$ cat src/rtl/tsp2opt_pkg.sv
// Shared constants for the 2-opt tour search block.
package tsp2opt_pkg;

    localparam int DEF_MAX_POINTS = 64;
    localparam int DEF_COORD_BITS = 20;

    // Result fields at fixed widths
    localparam int CITY_W = 6;
    localparam int LEN_W  = 27;
    localparam int OUT_W  = ((CITY_W + LEN_W + 1 + 7) / 8) * 8;

endpackage

$ cat src/rtl/tsp2opt_dist.sv
// Rounded Euclidean distance unit: one multiplier and an iterative square root.
module tsp2opt_dist #(
    parameter int COORD_BITS = tsp2opt_pkg::DEF_COORD_BITS
) (
    input  logic                         clk,
    input  logic                         rst_n,
    input  logic                         start,
    input  logic signed [COORD_BITS-1:0] x1,
    input  logic signed [COORD_BITS-1:0] y1,
    input  logic signed [COORD_BITS-1:0] x2,
    input  logic signed [COORD_BITS-1:0] y2,
    output logic                         done,
    output logic [COORD_BITS:0]          dist_out
);

    localparam int DW   = COORD_BITS + 1;
    localparam int SQ_W = 2 * DW;
    localparam int IT_W = $clog2(DW + 1);

    typedef enum logic [5:0] {
        D_IDLE = 6'b000001,
        D_DIF  = 6'b000010,
        D_SQX  = 6'b000100,
        D_SQY  = 6'b001000,
        D_ROOT = 6'b010000,
        D_RND  = 6'b100000
    } dist_state_t;

    dist_state_t state_reg, state_next;

    logic signed [COORD_BITS:0] dxs, dys;
    logic [COORD_BITS-1:0] dx_reg, dy_reg;
    logic [SQ_W-1:0]       prod_reg, s_reg;
    logic [DW+1:0]         rem_reg, rem_sh, trial;
    logic [DW-1:0]         root_reg;
    logic [IT_W-1:0]       it_reg;
    logic                  ge;

    assign dxs = {x2[COORD_BITS-1], x2} - {x1[COORD_BITS-1], x1};
    assign dys = {y2[COORD_BITS-1], y2} - {y1[COORD_BITS-1], y1};

    assign rem_sh = {rem_reg[DW-1:0], s_reg[SQ_W-1 -: 2]};
    assign trial  = {root_reg, 2'b01};
    assign ge     = (rem_sh >= trial);

    always_comb
    begin
        state_next = state_reg;
        unique case (state_reg)
            D_IDLE: if (start) state_next = D_DIF;
            D_DIF:  state_next = D_SQX;
            D_SQX:  state_next = D_SQY;
            D_SQY:  state_next = D_ROOT;
            D_ROOT: if (it_reg == IT_W'(DW - 1)) state_next = D_RND;
            D_RND:  state_next = D_IDLE;
            default: state_next = D_IDLE;
        endcase
    end

    always_ff @(posedge clk or negedge rst_n)
    begin
        if (!rst_n)
        begin
            state_reg <= D_IDLE;
            done      <= 1'b0;
        end
        else
        begin
            state_reg <= state_next;
            done      <= (state_reg == D_RND);
        end
    end

    always_ff @(posedge clk)
    begin
        unique case (state_reg)
            D_IDLE:
            begin
                if (start)
                begin
                    // hold absolute differences
                    dx_reg <= dxs[COORD_BITS] ? COORD_BITS'(-dxs) : COORD_BITS'(dxs);
                    dy_reg <= dys[COORD_BITS] ? COORD_BITS'(-dys) : COORD_BITS'(dys);
                end
            end
            D_DIF:
            begin
                prod_reg <= SQ_W'(dx_reg) * SQ_W'(dx_reg);
            end
            D_SQX:
            begin
                s_reg    <= prod_reg;
                prod_reg <= SQ_W'(dy_reg) * SQ_W'(dy_reg);
            end
            D_SQY:
            begin
                s_reg    <= s_reg + prod_reg;
                rem_reg  <= '0;
                root_reg <= '0;
                it_reg   <= '0;
            end
            D_ROOT:
            begin
                rem_reg  <= ge ? (rem_sh - trial) : rem_sh;
                root_reg <= {root_reg[DW-2:0], ge};
                s_reg    <= s_reg << 2;
                it_reg   <= it_reg + IT_W'(1);
            end
            D_RND:
            begin
                // round half up: remainder above root means past the midpoint
                dist_out <= (rem_reg > (DW + 2)'(root_reg)) ? root_reg + DW'(1) : root_reg;
            end
            default: ;
        endcase
    end

endmodule

$ cat config.mk
export PLATFORM = sky130hd
export DESIGN_NAME = tsp2opt_dist
export DESIGN_NICKNAME = d
export VERILOG_FILES = /design/src/rtl/tsp2opt_pkg.sv /design/src/rtl/tsp2opt_dist.sv
export SDC_FILE = /design/constraint.sdc
export NUM_CORES = 2
export LEC_CHECK = 0
export BUFFER_PORTS_ARGS = -buffer_cell sky130_fd_sc_hd__buf_2
export CAP_MARGIN = 10
export CORE_UTILIZATION = 50
export DETAILED_ROUTE_END_ITERATION = 8
export HOLD_SLACK_MARGIN = 0.08
export PLACE_DENSITY_LB_ADDON = 0.1
export SLEW_MARGIN = 10
export SYNTH_ARGS = -nofsm -noshare
export SYNTH_HDL_FRONTEND = slang
export SYNTH_SLANG_ARGS = --single-unit
$ cat constraint.sdc
create_clock -name clk -period 10.28 [get_ports clk]
set_input_delay 1.028 -clock clk [delete_from_list [all_inputs] [get_ports clk]]
set_output_delay 1.028 -clock clk [all_outputs]
set_load 0.02 [all_outputs]
* After elaboration in Yosys (flattened, before gate mapping) *
Cells that the tools add are included.

operators by class
  eq/ne operators = 9
  $lt $le $gt $ge = 2
  bitwise gates (word level) = 0
  reductions and logical operators = 5
  shift-type cells = 0
  muxes and demuxes = 12
  add/sub/neg operators = 8
  divide/modulo/power cells = 0
  multiply operators = 2

operators by type and width
  kind                                                              number
  42-bit case mux with 3 select lines                               1
  42-bit case mux with 2 select lines                               1
  20-bit by 20-bit multiplier with 40-bit output                    2
  23-bit case mux with 2 select lines                               1
  42-bit adder                                                      1
  21-bit case mux with 2 select lines                               1
  20-bit by 20-bit subtractor with 21-bit output                    2
  20-bit two-way mux                                                2
  20-bit negator                                                    2
  6-bit case mux with 5 select lines                                1
  23-bit >= comparator                                              1
  23-bit by 21-bit greater-than comparator with 1-bit output        1
  23-bit two-way mux                                                1
  23-bit subtractor                                                 1
  21-bit by 1-bit adder with 21-bit output (second input constant)  1
  21-bit two-way mux                                                1
  6-bit two-way mux                                                 2
  5-bit case mux with 2 select lines                                1
  6-bit by 1-bit == test with 1-bit output (second input constant)  1
  6-bit by 2-bit == test with 1-bit output (second input constant)  1
  6-bit by 3-bit == test with 1-bit output (second input constant)  1
  6-bit by 4-bit == test with 1-bit output (second input constant)  1
  6-bit by 5-bit == test with 1-bit output (second input constant)  1
  6-bit == test (second input constant)                             1
  other kinds (6)                                                   9

word-level totals
  bits of input ports = 83
  bits in latches = 0
  register bits after elaboration = 201
  RAM bits = 0
  word-level logic and storage cells = 48
  ROM bits = 0
  output and inout bits = 22
  memories = 0

* Logic depth before layout (Yosys ltp) *
  depth after elaboration = 3
  gate-level depth with buffers = 28
  mapped depth without buffers = 26

* Least setup slack after synthesis *
Ideal clock, no wire load.

  path kind = register to register
  start point = reg dx_reg[10]
  end point = reg prod_reg[38] (data pin)
  period minus slack after synthesis = 7.328 ns
  required time = 10.010 ns
  slack = 2.952 ns
  stages on the path, launching flop included = 25
  arrival = 7.059 ns
  library setup time = 0.270 ns
  buffers on the path = 2
  cell sequence = edfxtp_1 -> clkbuf_1 -> clkbuf_1 -> nand2_1 -> fa_1 -> inv_1 -> fa_1 -> fa_1 -> fa_1 -> inv_1 -> fa_1 -> inv_1 -> fa_1 -> fa_1 -> ha_1 -> and3_1 -> a221oi_1 -> o21ai_0 -> nor4_1 -> o31ai_1 -> a221oi_1 -> nor2b_1 -> a221oi_1 -> or3_1 -> a32oi_1

on the way
  word-level cells in the longest chain between the ends = 2

ends and longest elaborated chain
  element                                         RTL line            RTL
  start: declaration                              tsp2opt_dist.sv:32  logic [COORD_BITS-1:0] dx_reg, dy_reg;
  start signal: assignment                        tsp2opt_dist.sv:82  dx_reg <= dxs[COORD_BITS] ? COORD_BITS'(-dxs) : COORD_BITS'(dxs);
  20-bit by 20-bit multiplier with 40-bit output  tsp2opt_dist.sv:88  prod_reg <= SQ_W'(dx_reg) * SQ_W'(dx_reg);
  42-bit case mux with 2 select lines             tsp2opt_dist.sv:76  unique case (state_reg)
  end signal: assignment                          tsp2opt_dist.sv:88
  end signal: assignment                          tsp2opt_dist.sv:93  prod_reg <= SQ_W'(dy_reg) * SQ_W'(dy_reg);
  end: declaration                                tsp2opt_dist.sv:33  logic [SQ_W-1:0] prod_reg, s_reg;

No other way between the ends. The select of a mux whose other input is x is not followed.
A chain may end at the register's enable or synchronous reset.

* Worst setup path in the final report *
  start point = reg dx_reg[4]
  end point = reg prod_reg[38] (data pin)

The elaborated chain is that of the path after synthesis.

==> results.cfg <==
[synthesis]
async_flop_share_pct = 3.54
yosys-top-cells-count = 788 x inv_1, 558 x fa_1, 417 x ha_1
ys_ff_latch = 198
synth_top_area_share_pct = 30.4
yosys-top-cells-area = fa_1 30%, edfxtp_1 16%, ha_1 14%
yosysMostFrequentCell = inv_1
syn_inst = 3943
synth_cell_types = 79
syn_area_sq_um = 36700
yosysSeqAreaShare_pct = 16.1
synth_area_per_cell_sq_um = 9.31
yosys.area.top_type = fa_1
syn_nets = 5001
synth_warnings = 0
synthFlopType = edfxtp_1
synth_edf_count = 191

[setup_path]
worstPathArrival_ns = 8.71
criticalPathCategory = reg -> reg
crit_path_cell_trace = nand2_1, fa_1, inv_1, fa_1, fa_1, fa_1, inv_1, fa_1, inv_1, fa_1, fa_1, ha_1, and3_1, a221oi_1, o21ai_0, nor4_1, o31ai_1, a221oi_1, nor2b_1, a221oi_1, or3_1, a32oi_1
reg2reg_from = dx_reg[4]
cp.required_ns = 10.50
cp_slowest_cell = edfxtp_1
path_common_cell = fa_1
critPathMaxStageDelay_ns = 0.93
cp-startpoint = dx_reg[4]
path_max_fanout = 21
worstSetupStartpointType = flop
crit_path_end_kind = flop

[cells_and_area]
largest_reg_flops = 42
nets = 5040
fill_cells = 6840
drive_gt1_share_pct = 5.56
antenna_cells = 0
area_delta_synth_final_pct = 6.00

[global_route]
track_usage_pct = 23.0
antenna_found_initial = 0
grt_overflow = 0
grt_pass1_wl_mm = 137
grt_pass1_vias = 27500
grt_max_degree = 52

[cts]
clkTransAtPathRegs_ns = 0.09
cts_hold_buffers = 0
root_buffer = clkbuf_16
clk_latency_ns = 0.50
cts_resized = 0
cts_tree = built
cts_setup_buffers = 0
clk_path_buf_depth = 2
clock-sinks = 198
cts_buffers = 17
cts_htree_levels = 4

[route]
drt_iter0_markers = 1336
wl_mm = 81.6
firstDrtPassIters = 7
wl_met2_mm = 40.7
num_vias = 26500
met1_length_mm = 36.1
viasPerCell = 5.35
met3_length_mm = 3.08
drc = 0
top_layer = met4
drtAntennaViolNets = 0
wire_per_inst_um = 16.5

[outcome]
status = finished, final reports clean

[floorplanning]
die_w_um = 273
io-pin-count = 105
die_area_sq_um = 74500
die_y_um = 273
start_util_pct = 50.4
rows = 99
core_sq_um = 72800

[sta]
setup_viol = 0
period_needed_ns = 8.49
final_max_slew_viol_count = 0
relSlewSlack_pct = 29.3
rsz0062_at_grt = no
fin_ws_ns = 1.79
whs_ns = 0.351
tightest_slew_ns = 1.06
skew_ns = 0.0203
hold_viol_final = 0
finalSetupTns_ns = 0
post-route-period-util_pct = 82.6
fmax_mhz = 118

[placed_design]
preCtsSetupSlack_ns = 1.94
gp_congestion = 0.841
post-dp-hpwl_mm = 66.4
io_buffers = 104

[job]
maxCapViolations = 0

[worst_hold_path]
hp-class = in -> async
per-layer routing:
layer,GRT usage (%),vias to the layer above
li1,-,12900
met1,30.2,13100
met2,40.1,455
met3,2.90,89
met4,5.91,0
met5,0,-
final cells by class:
class	count	area, sq um	area share, %
inverters	789	2960	7.61
flip-flops and latches	198	5910	15.2
multi-input cells	2834	27400	70.4
well taps	959	1200	3.08
repair buffers	142	806	2.07
clock buffers	17	425	1.09
clock inverters	15	205	0.527
cells by family after synthesis:
group / synth area share [%]
compound gates: 11.2
fa+ha+maj: 44.6
mux: 0.535
simple gates: 12.6
flops: 16.1
xor+xnor: 5.63
buf+inv: 9.32
final timing paths:
path / endpoint / slack, ns / depth (start not counted)
setup / recovery: prod_reg[38] / 1.79 / 22
hold / removal: done / 0.35 / 1
setup reg to reg: prod_reg[38] / 1.79 / 22
hold reg to reg: s_reg[0] / 0.59 / 1
max in group asynchronous: state_reg[0] / 9.70 / 1
min in group clk: s_reg[0] / 0.59 / 1
cell usage in the layout (no fill, tap or decap), types with 7 or more instances in the layout:
| cell type | Yosys | routed |
|---|---|---|
| o21ai_0 | 137 | 137 |
| nand3b_1 | 10 | 10 |
| and2_1 | 148 | 148 |
| nor2b_1 | 19 | 19 |
| a21o_1 | 90 | 90 |
| buf_2 | 3 | 104 |
| clkbuf_16 | 0 | 17 |
| mux2i_1 | 14 | 14 |
| fa_1 | 558 | 558 |
| buf_4 | 0 | 38 |
| o21a_1 | 23 | 23 |
| or2_2 | 12 | 12 |
| nor3_1 | 42 | 42 |
| nor3b_1 | 9 | 7 |
| and3_1 | 12 | 12 |
| o22ai_1 | 10 | 10 |
| nand3_1 | 45 | 45 |
| nor4_1 | 14 | 14 |
| inv_1 | 788 | 787 |
| nand2_1 | 368 | 367 |
| o211ai_1 | 12 | 12 |
| a211oi_1 | 10 | 10 |
| a22oi_1 | 34 | 34 |
| a221oi_1 | 8 | 8 |
| nand2b_1 | 27 | 27 |
| o21bai_1 | 22 | 22 |
| xnor2_1 | 152 | 152 |
| nand4_1 | 24 | 24 |
| a31o_2 | 12 | 12 |
| o31ai_1 | 19 | 19 |
| nor2_1 | 196 | 194 |
| or3_1 | 13 | 13 |
| edfxtp_1 | 191 | 191 |
| xor2_1 | 84 | 84 |
| o2111ai_1 | 7 | 7 |
| ha_1 | 417 | 417 |
| a31oi_1 | 21 | 20 |
| a21oi_1 | 175 | 175 |
metrics by stage:
stage          util (%)  std cells  instance area (sq um)
2_1_floorplan         -       3943                  36700
3_3_place_gp       52.6       4922                  38300
3_5_place_dp       52.6       4922                  38300
4_1_cts            53.5       4954                  38900
5_1_grt            53.5       4954                  38900
6_report           53.5       4954                  38900
worst max-delay path, delay by kind of cell (launching register included):
kind                       cells  cell delay [ns]
AOI/OAI and AO/OA              6             1.76
adders and majority gates      8             3.90
buffers and inverters          3             0.17
DFF                            1             0.93
and+or+nand+nor                5             1.46
Power is left out: the tool's default activity adds up to more than one toggle a clock period on the data nets, which glitch-free logic cannot reach.
