### config.mk
export PLATFORM = sky130hd
export DESIGN_NAME = tsp2opt_ram
export DESIGN_NICKNAME = d
export VERILOG_FILES = /design/src/rtl/tsp2opt_ram.sv
export SDC_FILE = /design/constraint.sdc
export NUM_CORES = 1
export LEC_CHECK = 0
export ABC_AREA = 1
export ABC_CLOCK_PERIOD_IN_PS = 2700
export BUFFER_PORTS_ARGS = -buffer_cell sky130_fd_sc_hd__buf_2
export CAP_MARGIN = 40
export CORE_UTILIZATION = 30
export DETAILED_ROUTE_END_ITERATION = 16
export PLACE_DENSITY_LB_ADDON = 0.05
export SYNTH_ARGS = -nofsm -noshare
export SYNTH_HDL_FRONTEND = slang
export SYNTH_SLANG_ARGS = --single-unit
### constraint.sdc
create_clock -name clk -period 2.7 [get_ports clk]
set_clock_uncertainty 0.15 [all_clocks]
set_input_delay 0.54 -clock clk [delete_from_list [all_inputs] [get_ports clk]]
set_output_delay 0.54 -clock clk [all_outputs]
set_load 0.02 [all_outputs]
### src/rtl/tsp2opt_ram.sv
// Generic simple dual-port RAM with registered read.
module tsp2opt_ram #(
    parameter int WIDTH = 8,
    parameter int DEPTH = 64,
    localparam int AW = (DEPTH > 1) ? $clog2(DEPTH) : 1
) (
    input  logic             clk,
    input  logic             we,
    input  logic [AW-1:0]    waddr,
    input  logic [WIDTH-1:0] wdata,
    input  logic [AW-1:0]    raddr,
    output logic [WIDTH-1:0] rdata
);

    logic [WIDTH-1:0] mem [DEPTH];

    always_ff @(posedge clk)
    begin
        if (we)
        begin
            mem[waddr] <= wdata;
        end
        rdata <= mem[raddr];
    end

endmodule

# After elaboration in Yosys (flattened, before gate mapping)
# Memory sizes are Yosys's and may differ from the RTL's. A register that Yosys moved wholly into a read port is not among the register bits.
# Index checks and enable logic that the tools add are counted.
# op_classes
muxes	2
# op_table
op	n
$mux 1	2
# word_totals
register_bits	0
ram_bits	512
mem_count	1
out_inout_bits	8
elab_cells	3
input_bits	22
# mem_list
name	depth	word_bits	rd	rd_clocked_by_memory_dff	wr	line	rtl
mem	64	8	1	1	1	15	logic [WIDTH-1:0] mem [DEPTH];

# Logic depth before layout (Yosys ltp)
# Gate-level depths: netlist of run 1.
# logic_depth
word_depth	2
mapped_depth	12
depth_no_buf	9

# Worst setup path after synthesis of run 1
# No wires, ideal clock.
# synth_timing
path_type	in2reg
startpoint	input we
endpoint	memory mem[48][0], enable pin
cell_stages	3
slack_ns	0.244
required_ns	2.155
t_arrival_ns	1.911
n_path_buf	1
setup_ns	0.395
cell_sequence	clkbuf_1 nand4_1 nor4_1
# synth_between
elab_chain_len	2
# synth_rtl
element	line	rtl
start: declaration	8	input logic we,
$mux 1	19	if (we)
$mux 1 (implied by the code)	21	mem[waddr] <= wdata;
end: declaration	15	
# Every way passes these cells.

# Final worst setup path of run 1
# layout_timing
startpoint	register rdata[0], read port of mem
endpoint	output rdata[0]
# layout_rtl
element	line	rtl
start: declaration	12	output logic [WIDTH-1:0] rdata
# No word-level cell between the ends.

==> results of run 1 <==
## power groups by stage
| stage | Sequential (uW) | Combinational, uW | Clock (uW) |
|---|---|---|---|
| floorplan | 9140 | 628 | 0 |
| global placement | 9130 | 1240 | 0 |
| detailed placement | 9130 | 1240 | 0 |
| CTS | 8960 | 1240 | 7860 |
| global route | 8960 | 1330 | 8160 |
| finish | 8960 | 1200 | 7620 |
## per-layer routing
| metal | global-route usage (%) | wire length [um] |
|---|---|---|
| met2 | 29.6 | 30400 |
| met5 | 0 | 13 |
| met3 | 3.18 | 2410 |
| met1 | 26.0 | 31300 |
| met4 | 5.47 | 1720 |
## layout by cell type, fill, tap and decap left out
cell type and instances:
clkinvlp_4 1, bufinv_16 2, nor4_1 6, edfxtp_1 512, nand2_1 648, clkbuf_16 61
dfxtp_1 8, inv_1 9, nor2_1 56, clkbuf_8 5, clkinv_1 13, buf_4 90
inv_4 1, nand3_1 439, nand4_1 9, inv_2 1, clkinv_2 7, buf_12 28
nor4_2 2, inv_8 1, buf_2 27, clkbuf_1 20
## cell type report
type | instances | area [um^2] | share of cell area [%]
well taps | 940 | 1180 | 4.72
clock inverters | 23 | 151 | 0.608
multi-input cells | 1160 | 4960 | 19.9
flip-flops and latches | 520 | 15500 | 62.3
repair buffers | 146 | 1390 | 5.56
inverters | 12 | 55.1 | 0.221
clock buffers | 85 | 1660 | 6.65
## worst paths after layout
kind,from,slack [ns],to,cells after the start
max,rdata[0]$_DFF_P_,0.68,rdata[0],1
min,raddr[5],0.18,rdata[5]$_DFF_P_,3
max reg2reg,mem[44][2]$_DFFE_PP_,0.98,rdata[2]$_DFF_P_,8
min reg2reg,mem[20][1]$_DFFE_PP_,0.66,rdata[1]$_DFF_P_,8
## flip-flops by register name, summed over array words and instances, names as in the netlist
register	count
mem	512
rdata	8
## per-stage QoR
step / util (%) / std cells / instance area [um^2]
3_5_place_dp: 32.9 / 2778 / 23100
5_1_grt: 35.5 / 2886 / 24900
2_1_floorplan: - / 1805 / 21300
4_1_cts: 35.5 / 2886 / 24900
6_report: 35.5 / 2886 / 24900
3_3_place_gp: 32.9 / 2778 / 23100
## kinds of logic (layout without fill, tap and decap cells)
kind of cell / after synthesis / count (layout) / synth area share, %
DFF: 520 / 520 / 72.8
and+or+nand+nor: 1160 / 1160 / 23.2
buffers and inverters: 125 / 266 / 4.02
==> impl_metrics.json, run 1 <==
{
  "max_stage_delay_ns": 0.49,
  "antenna_found_initial": 1,
  "worstPathRequired_ns": 2.01,
  "netlist_area_um2": 21300,
  "initial_core_util_pct": 30.4,
  "first_pass_iters": 5,
  "ys_types": 16,
  "wl_mm": 65.9,
  "crit_fanout": 1,
  "grt_pass1_vias": 13837,
  "synth_area_leader_cell": "edfxtp_1",
  "clk_latency_ns": 0.61,
  "place_congestion": 0.770,
  "power_density_nw_per_um2": 713,
  "min_path_type": "input pin to register",
  "cts.clk_slew.worst_paths_ns": 0.06,
  "diodes": 0,
  "vias": 13729,
  "numCtsBuffers": 60,
  "synth_async_sr_flop_share_pct": 0,
  "grt_overflow": 0,
  "cts_root_buf": "clkbuf_16",
  "syn_nets": 1827,
  "synthToLayoutAreaGrowth_pct": 16.8,
  "fin_crit_sh_pct": 75.0,
  "core_area_um2": 70100,
  "synth_area_leaders": "edfxtp_1 72%, nand2_1 11%, nand3_1 10%",
  "drc": 0,
  "htree_num_levels": 2,
  "pwr-share-clk_pct": 42.8,
  "cts_buffer_depth": 3,
  "crit_chain": "buf_2",
  "pre_cts_slack_ns": 0.127,
  "synth_top_area_share_pct": 72.0,
  "synth_flop_cell": "edfxtp_1",
  "tightest_slew_ns": 0.680,
  "yosysMostFrequentCell": "nand2_1",
  "ctsResizeCount": 0,
  "ys_seq_elements": 520,
  "switchingPower_uw": 4110,
  "avgSynthCellArea_um2": 11.8,
  "rsz0062_at_grt": "no",
  "ys_warn_count": 0,
  "dieArea_um2": 72200,
  "finalSetupViolCount": 0,
  "syn_inst": 1805,
  "synth_common_cells": "648 x nand2_1, 512 x edfxtp_1, 439 x nand3_1",
  "fin_nets": 1922,
  "final_antenna_net_count": 0,
  "hpwl_mm": 38.2,
  "cp.arrival_ns": 1.33,
  "postCtsSetupBuffers": 0,
  "crit_type": "register to output pin",
  "hold_viol_final": 0,
  "peakVddDrop_mv": 0.483,
  "grt_max_degree": 65,
  "power.total_uw": 17800,
  "die_y_um": 269,
  "p_leak_uw": 0.00898,
  "dr.first_iter.drc_count": 957,
  "fin_setup_tns_ns": 0,
  "switching_share_pct": 23.1,
  "wl_per_cell_um": 22.8,
  "status": "finished clean",
  "io_buffers": 29,
  "slew_violations": 0,
  "avgViaCountPerCell": 4.76,
  "grt.total_usage_pct": 18.6,
  "num_rows": 97,
  "seq_power_share_pct": 50.4,
  "setup_ws_ns": 0.676,
  "n_fill_cell": 7108,
  "ioPinCount": 30,
  "intPower_uw": 13700,
  "p_comb_share_pct": 6.7,
  "synth_edf_count": 512,
  "cap_violations": 0,
  "period_needed_ns": 2.02,
  "fin_hold_ws_ns": 0.181,
  "grt_pass1_wl_mm": 97.2,
  "drive_gt1_share_pct": 11.6,
  "dieWidth_um": 269,
  "cp_slowest_cell": "dfxtp_1",
  "cts_sinks": 520,
  "worst_setup_path_end_kind": "output pin",
  "tritoncts": "built",
  "synth-seq-area-share_pct": 72.8,
  "hold_buffers": 0,
  "slew_headroom_pct": 54.6,
  "path_delay_family": "flip-flops",
  "start_kind": "register",
  "cp_num_buf_inv": 1,
  "timing.fmax_mhz": 494
}
No activity file was read; power rests on OpenSTA's default activity.
==> inputs of run 2 (changes only) <==
--- a/config.mk
+++ b/config.mk
@@ -6,7 +6,7 @@
 export NUM_CORES = 1
 export LEC_CHECK = 0
 export ABC_AREA = 1
-export ABC_CLOCK_PERIOD_IN_PS = 2700
+export ABC_CLOCK_PERIOD_IN_PS = 1680
 export BUFFER_PORTS_ARGS = -buffer_cell sky130_fd_sc_hd__buf_2
 export CAP_MARGIN = 40
 export CORE_UTILIZATION = 30
==> constraint.sdc (replaced) <==
create_clock -name clk -period 1.68 [get_ports clk]
set_clock_uncertainty 0.15 [all_clocks]
set_input_delay 0.336 -clock clk [delete_from_list [all_inputs] [get_ports clk]]
set_output_delay 0.336 -clock clk [all_outputs]
set_load 0.02 [all_outputs]
==> run 2 against run 1 <==
Net effect: sequential power rose by 61%; register-to-register slack got worse by 0.89 ns; critical path type is now input pin to register; total power rose by 63%; global-route usage fell by 0.30 points; routed wire length fell by 1.2%; first-iteration DRC count fell by 13%; sequential share of layout area fell by 3.7 points; final area rose by 6.4%.
==> impl_metrics.json, run 2 (synthesis results as in run 1) <==
{
  "cts_buffer_depth": 3,
  "final_antenna_net_count": 0,
  "fin_crit_sh_pct": 100,
  "period_needed_ns": 1.68,
  "tritoncts": "built",
  "avgViaCountPerCell": 4.72,
  "cap_violations": 0,
  "first_pass_iters": 4,
  "ff2ff_setup_slack_ns": 0.09,
  "pre_cts_slack_ns": -0.619,
  "status": "finished clean",
  "finalSetupViolCount": 0,
  "slew_headroom_pct": 48.7,
  "grt.total_usage_pct": 18.3,
  "crit_end": "mem[58][1]$_DFFE_PP_",
  "dieArea_um2": 72200,
  "fin_hold_ws_ns": 0.0661,
  "grt_pass1_wl_mm": 95.6,
  "top_register": "mem",
  "min_path_type": "input pin to register",
  "reg.largest.list": "mem (512), rdata (8)",
  "tightest_slew_ns": 0.767,
  "r2r_end": "rdata[3]$_DFF_P_",
  "wl_mm": 65.1,
  "dr.first_iter.drc_count": 834,
  "power_density_nw_per_um2": 1090,
  "setup_ws_ns": 0.000568,
  "core_area_um2": 70100,
  "diodes": 0,
  "final_cells": 2960,
  "antenna_found_initial": 0,
  "place_inst": 2850,
  "reg2reg_from": "mem[51][3]$_DFFE_PP_",
  "peakVddDrop_mv": 0.688,
  "cp.arrival_ns": 1.77,
  "drc": 0,
  "numCtsBuffers": 58,
  "hpwl_mm": 40.1,
  "largest_reg_flops": 512,
  "worst_setup_path_end_kind": "register",
  "slew_violations": 0,
  "synthToLayoutAreaGrowth_pct": 24.2,
  "power.total_uw": 29000,
  "timing.fmax_mhz": 595,
  "grt_pass1_vias": 13959,
  "mostFrequentLayoutCells": "648 x nand2_1, 512 x edfxtp_1, 438 x nand3_1, 117 x buf_4, 80 x buf_12",
  "crit_start": "waddr[2]",
  "wl_per_cell_um": 22.0,
  "die_y_um": 269,
  "place_congestion": 0.763,
  "cts_sinks": 520,
  "crit_type": "input pin to register",
  "grt_overflow": 0,
  "crit_fanout": 8,
  "io_buffers": 29,
  "fin_util_pct": 37.8,
  "n_fill_cell": 6923,
  "cts_root_buf": "clkbuf_16",
  "postCtsSetupBuffers": 0,
  "drive_gt1_share_pct": 18.4,
  "rr_worst_depth": 8,
  "start_kind": "input pin",
  "final_common_cell": "nand2_1",
  "grt_max_degree": 65,
  "ioPinCount": 30,
  "p_leak_uw": 0.00955,
  "hold_viol_final": 0,
  "vias": 13969,
  "cts.clk_slew.worst_paths_ns": 0.05,
  "htree_num_levels": 2,
  "dieWidth_um": 269,
  "worstPathRequired_ns": 1.77,
  "clk_latency_ns": 0.62,
  "fin_nets": 1994,
  "rsz0062_at_grt": "no",
  "num_rows": 97,
  "initial_core_util_pct": 30.4
}
run 2: what timing repair did:
action	4_1_cts	5_1_grt
resized for setup	12	4
setup endpoints to repair	6	4
hold endpoints to repair	9	0
hold buffers	2	0
run 2: worst max-delay path: stages:
cell        delay [ns]
buf_2             0.12
clkinvlp_4        0.09
nand4_1           0.44
nor2_1            0.77
run 2: worst min path at each step:
stage | from | to | slack (ns) | cells past startpoint
2_1_floorplan | wdata[0] | mem[0][0]$_DFFE_PP_ | 0.28 | 0
3_3_place_gp | wdata[3] | mem[50][3]$_DFFE_PP_ | 0.58 | 1
3_5_place_dp | wdata[3] | mem[50][3]$_DFFE_PP_ | 0.58 | 1
4_1_cts | wdata[7] | mem[10][7]$_DFFE_PP_ | 0.03 | 2
5_1_grt | wdata[7] | mem[10][7]$_DFFE_PP_ | 0.05 | 2
6_report | wdata[7] | mem[10][7]$_DFFE_PP_ | 0.07 | 2
run 2: routing by layer:
layer / part of all wire, % / GRT usage [%] / vias to the layer above
li1: - / - / 6709
met1: 49 / 26.3 / 6988
met2: 46 / 29.1 / 202
met3: 3.2 / 2.68 / 70
met4: 1.7 / 4.24 / 0
met5: 0 / 0 / -
run 2: report_power, final:
group | switching [uW] | internal [uW]
clock network | 5230 | 7190
registers | 49.9 | 14400
logic | 1470 | 707
total | 6750 | 22300
run 2: stage by stage:
step,setup TNS [ns],cell area (um^2)
2_1_floorplan,-101.17,21700
3_3_place_gp,-101.68,24600
3_5_place_dp,-101.21,24600
4_1_cts,0,26500
5_1_grt,0,26500
6_report,0,26500
run 2: final cells by class:
| type | instances | area (um^2) | area share, % |
|---|---|---|---|
| clock buffers | 85 | 1720 | 6.48 |
| multi-input cells | 1160 | 5230 | 19.7 |
| clock inverters | 23 | 144 | 0.543 |
| inverters | 12 | 73.8 | 0.278 |
| flip-flops and latches | 520 | 15500 | 58.7 |
| well taps | 940 | 1180 | 4.44 |
| repair buffers | 220 | 2610 | 9.86 |
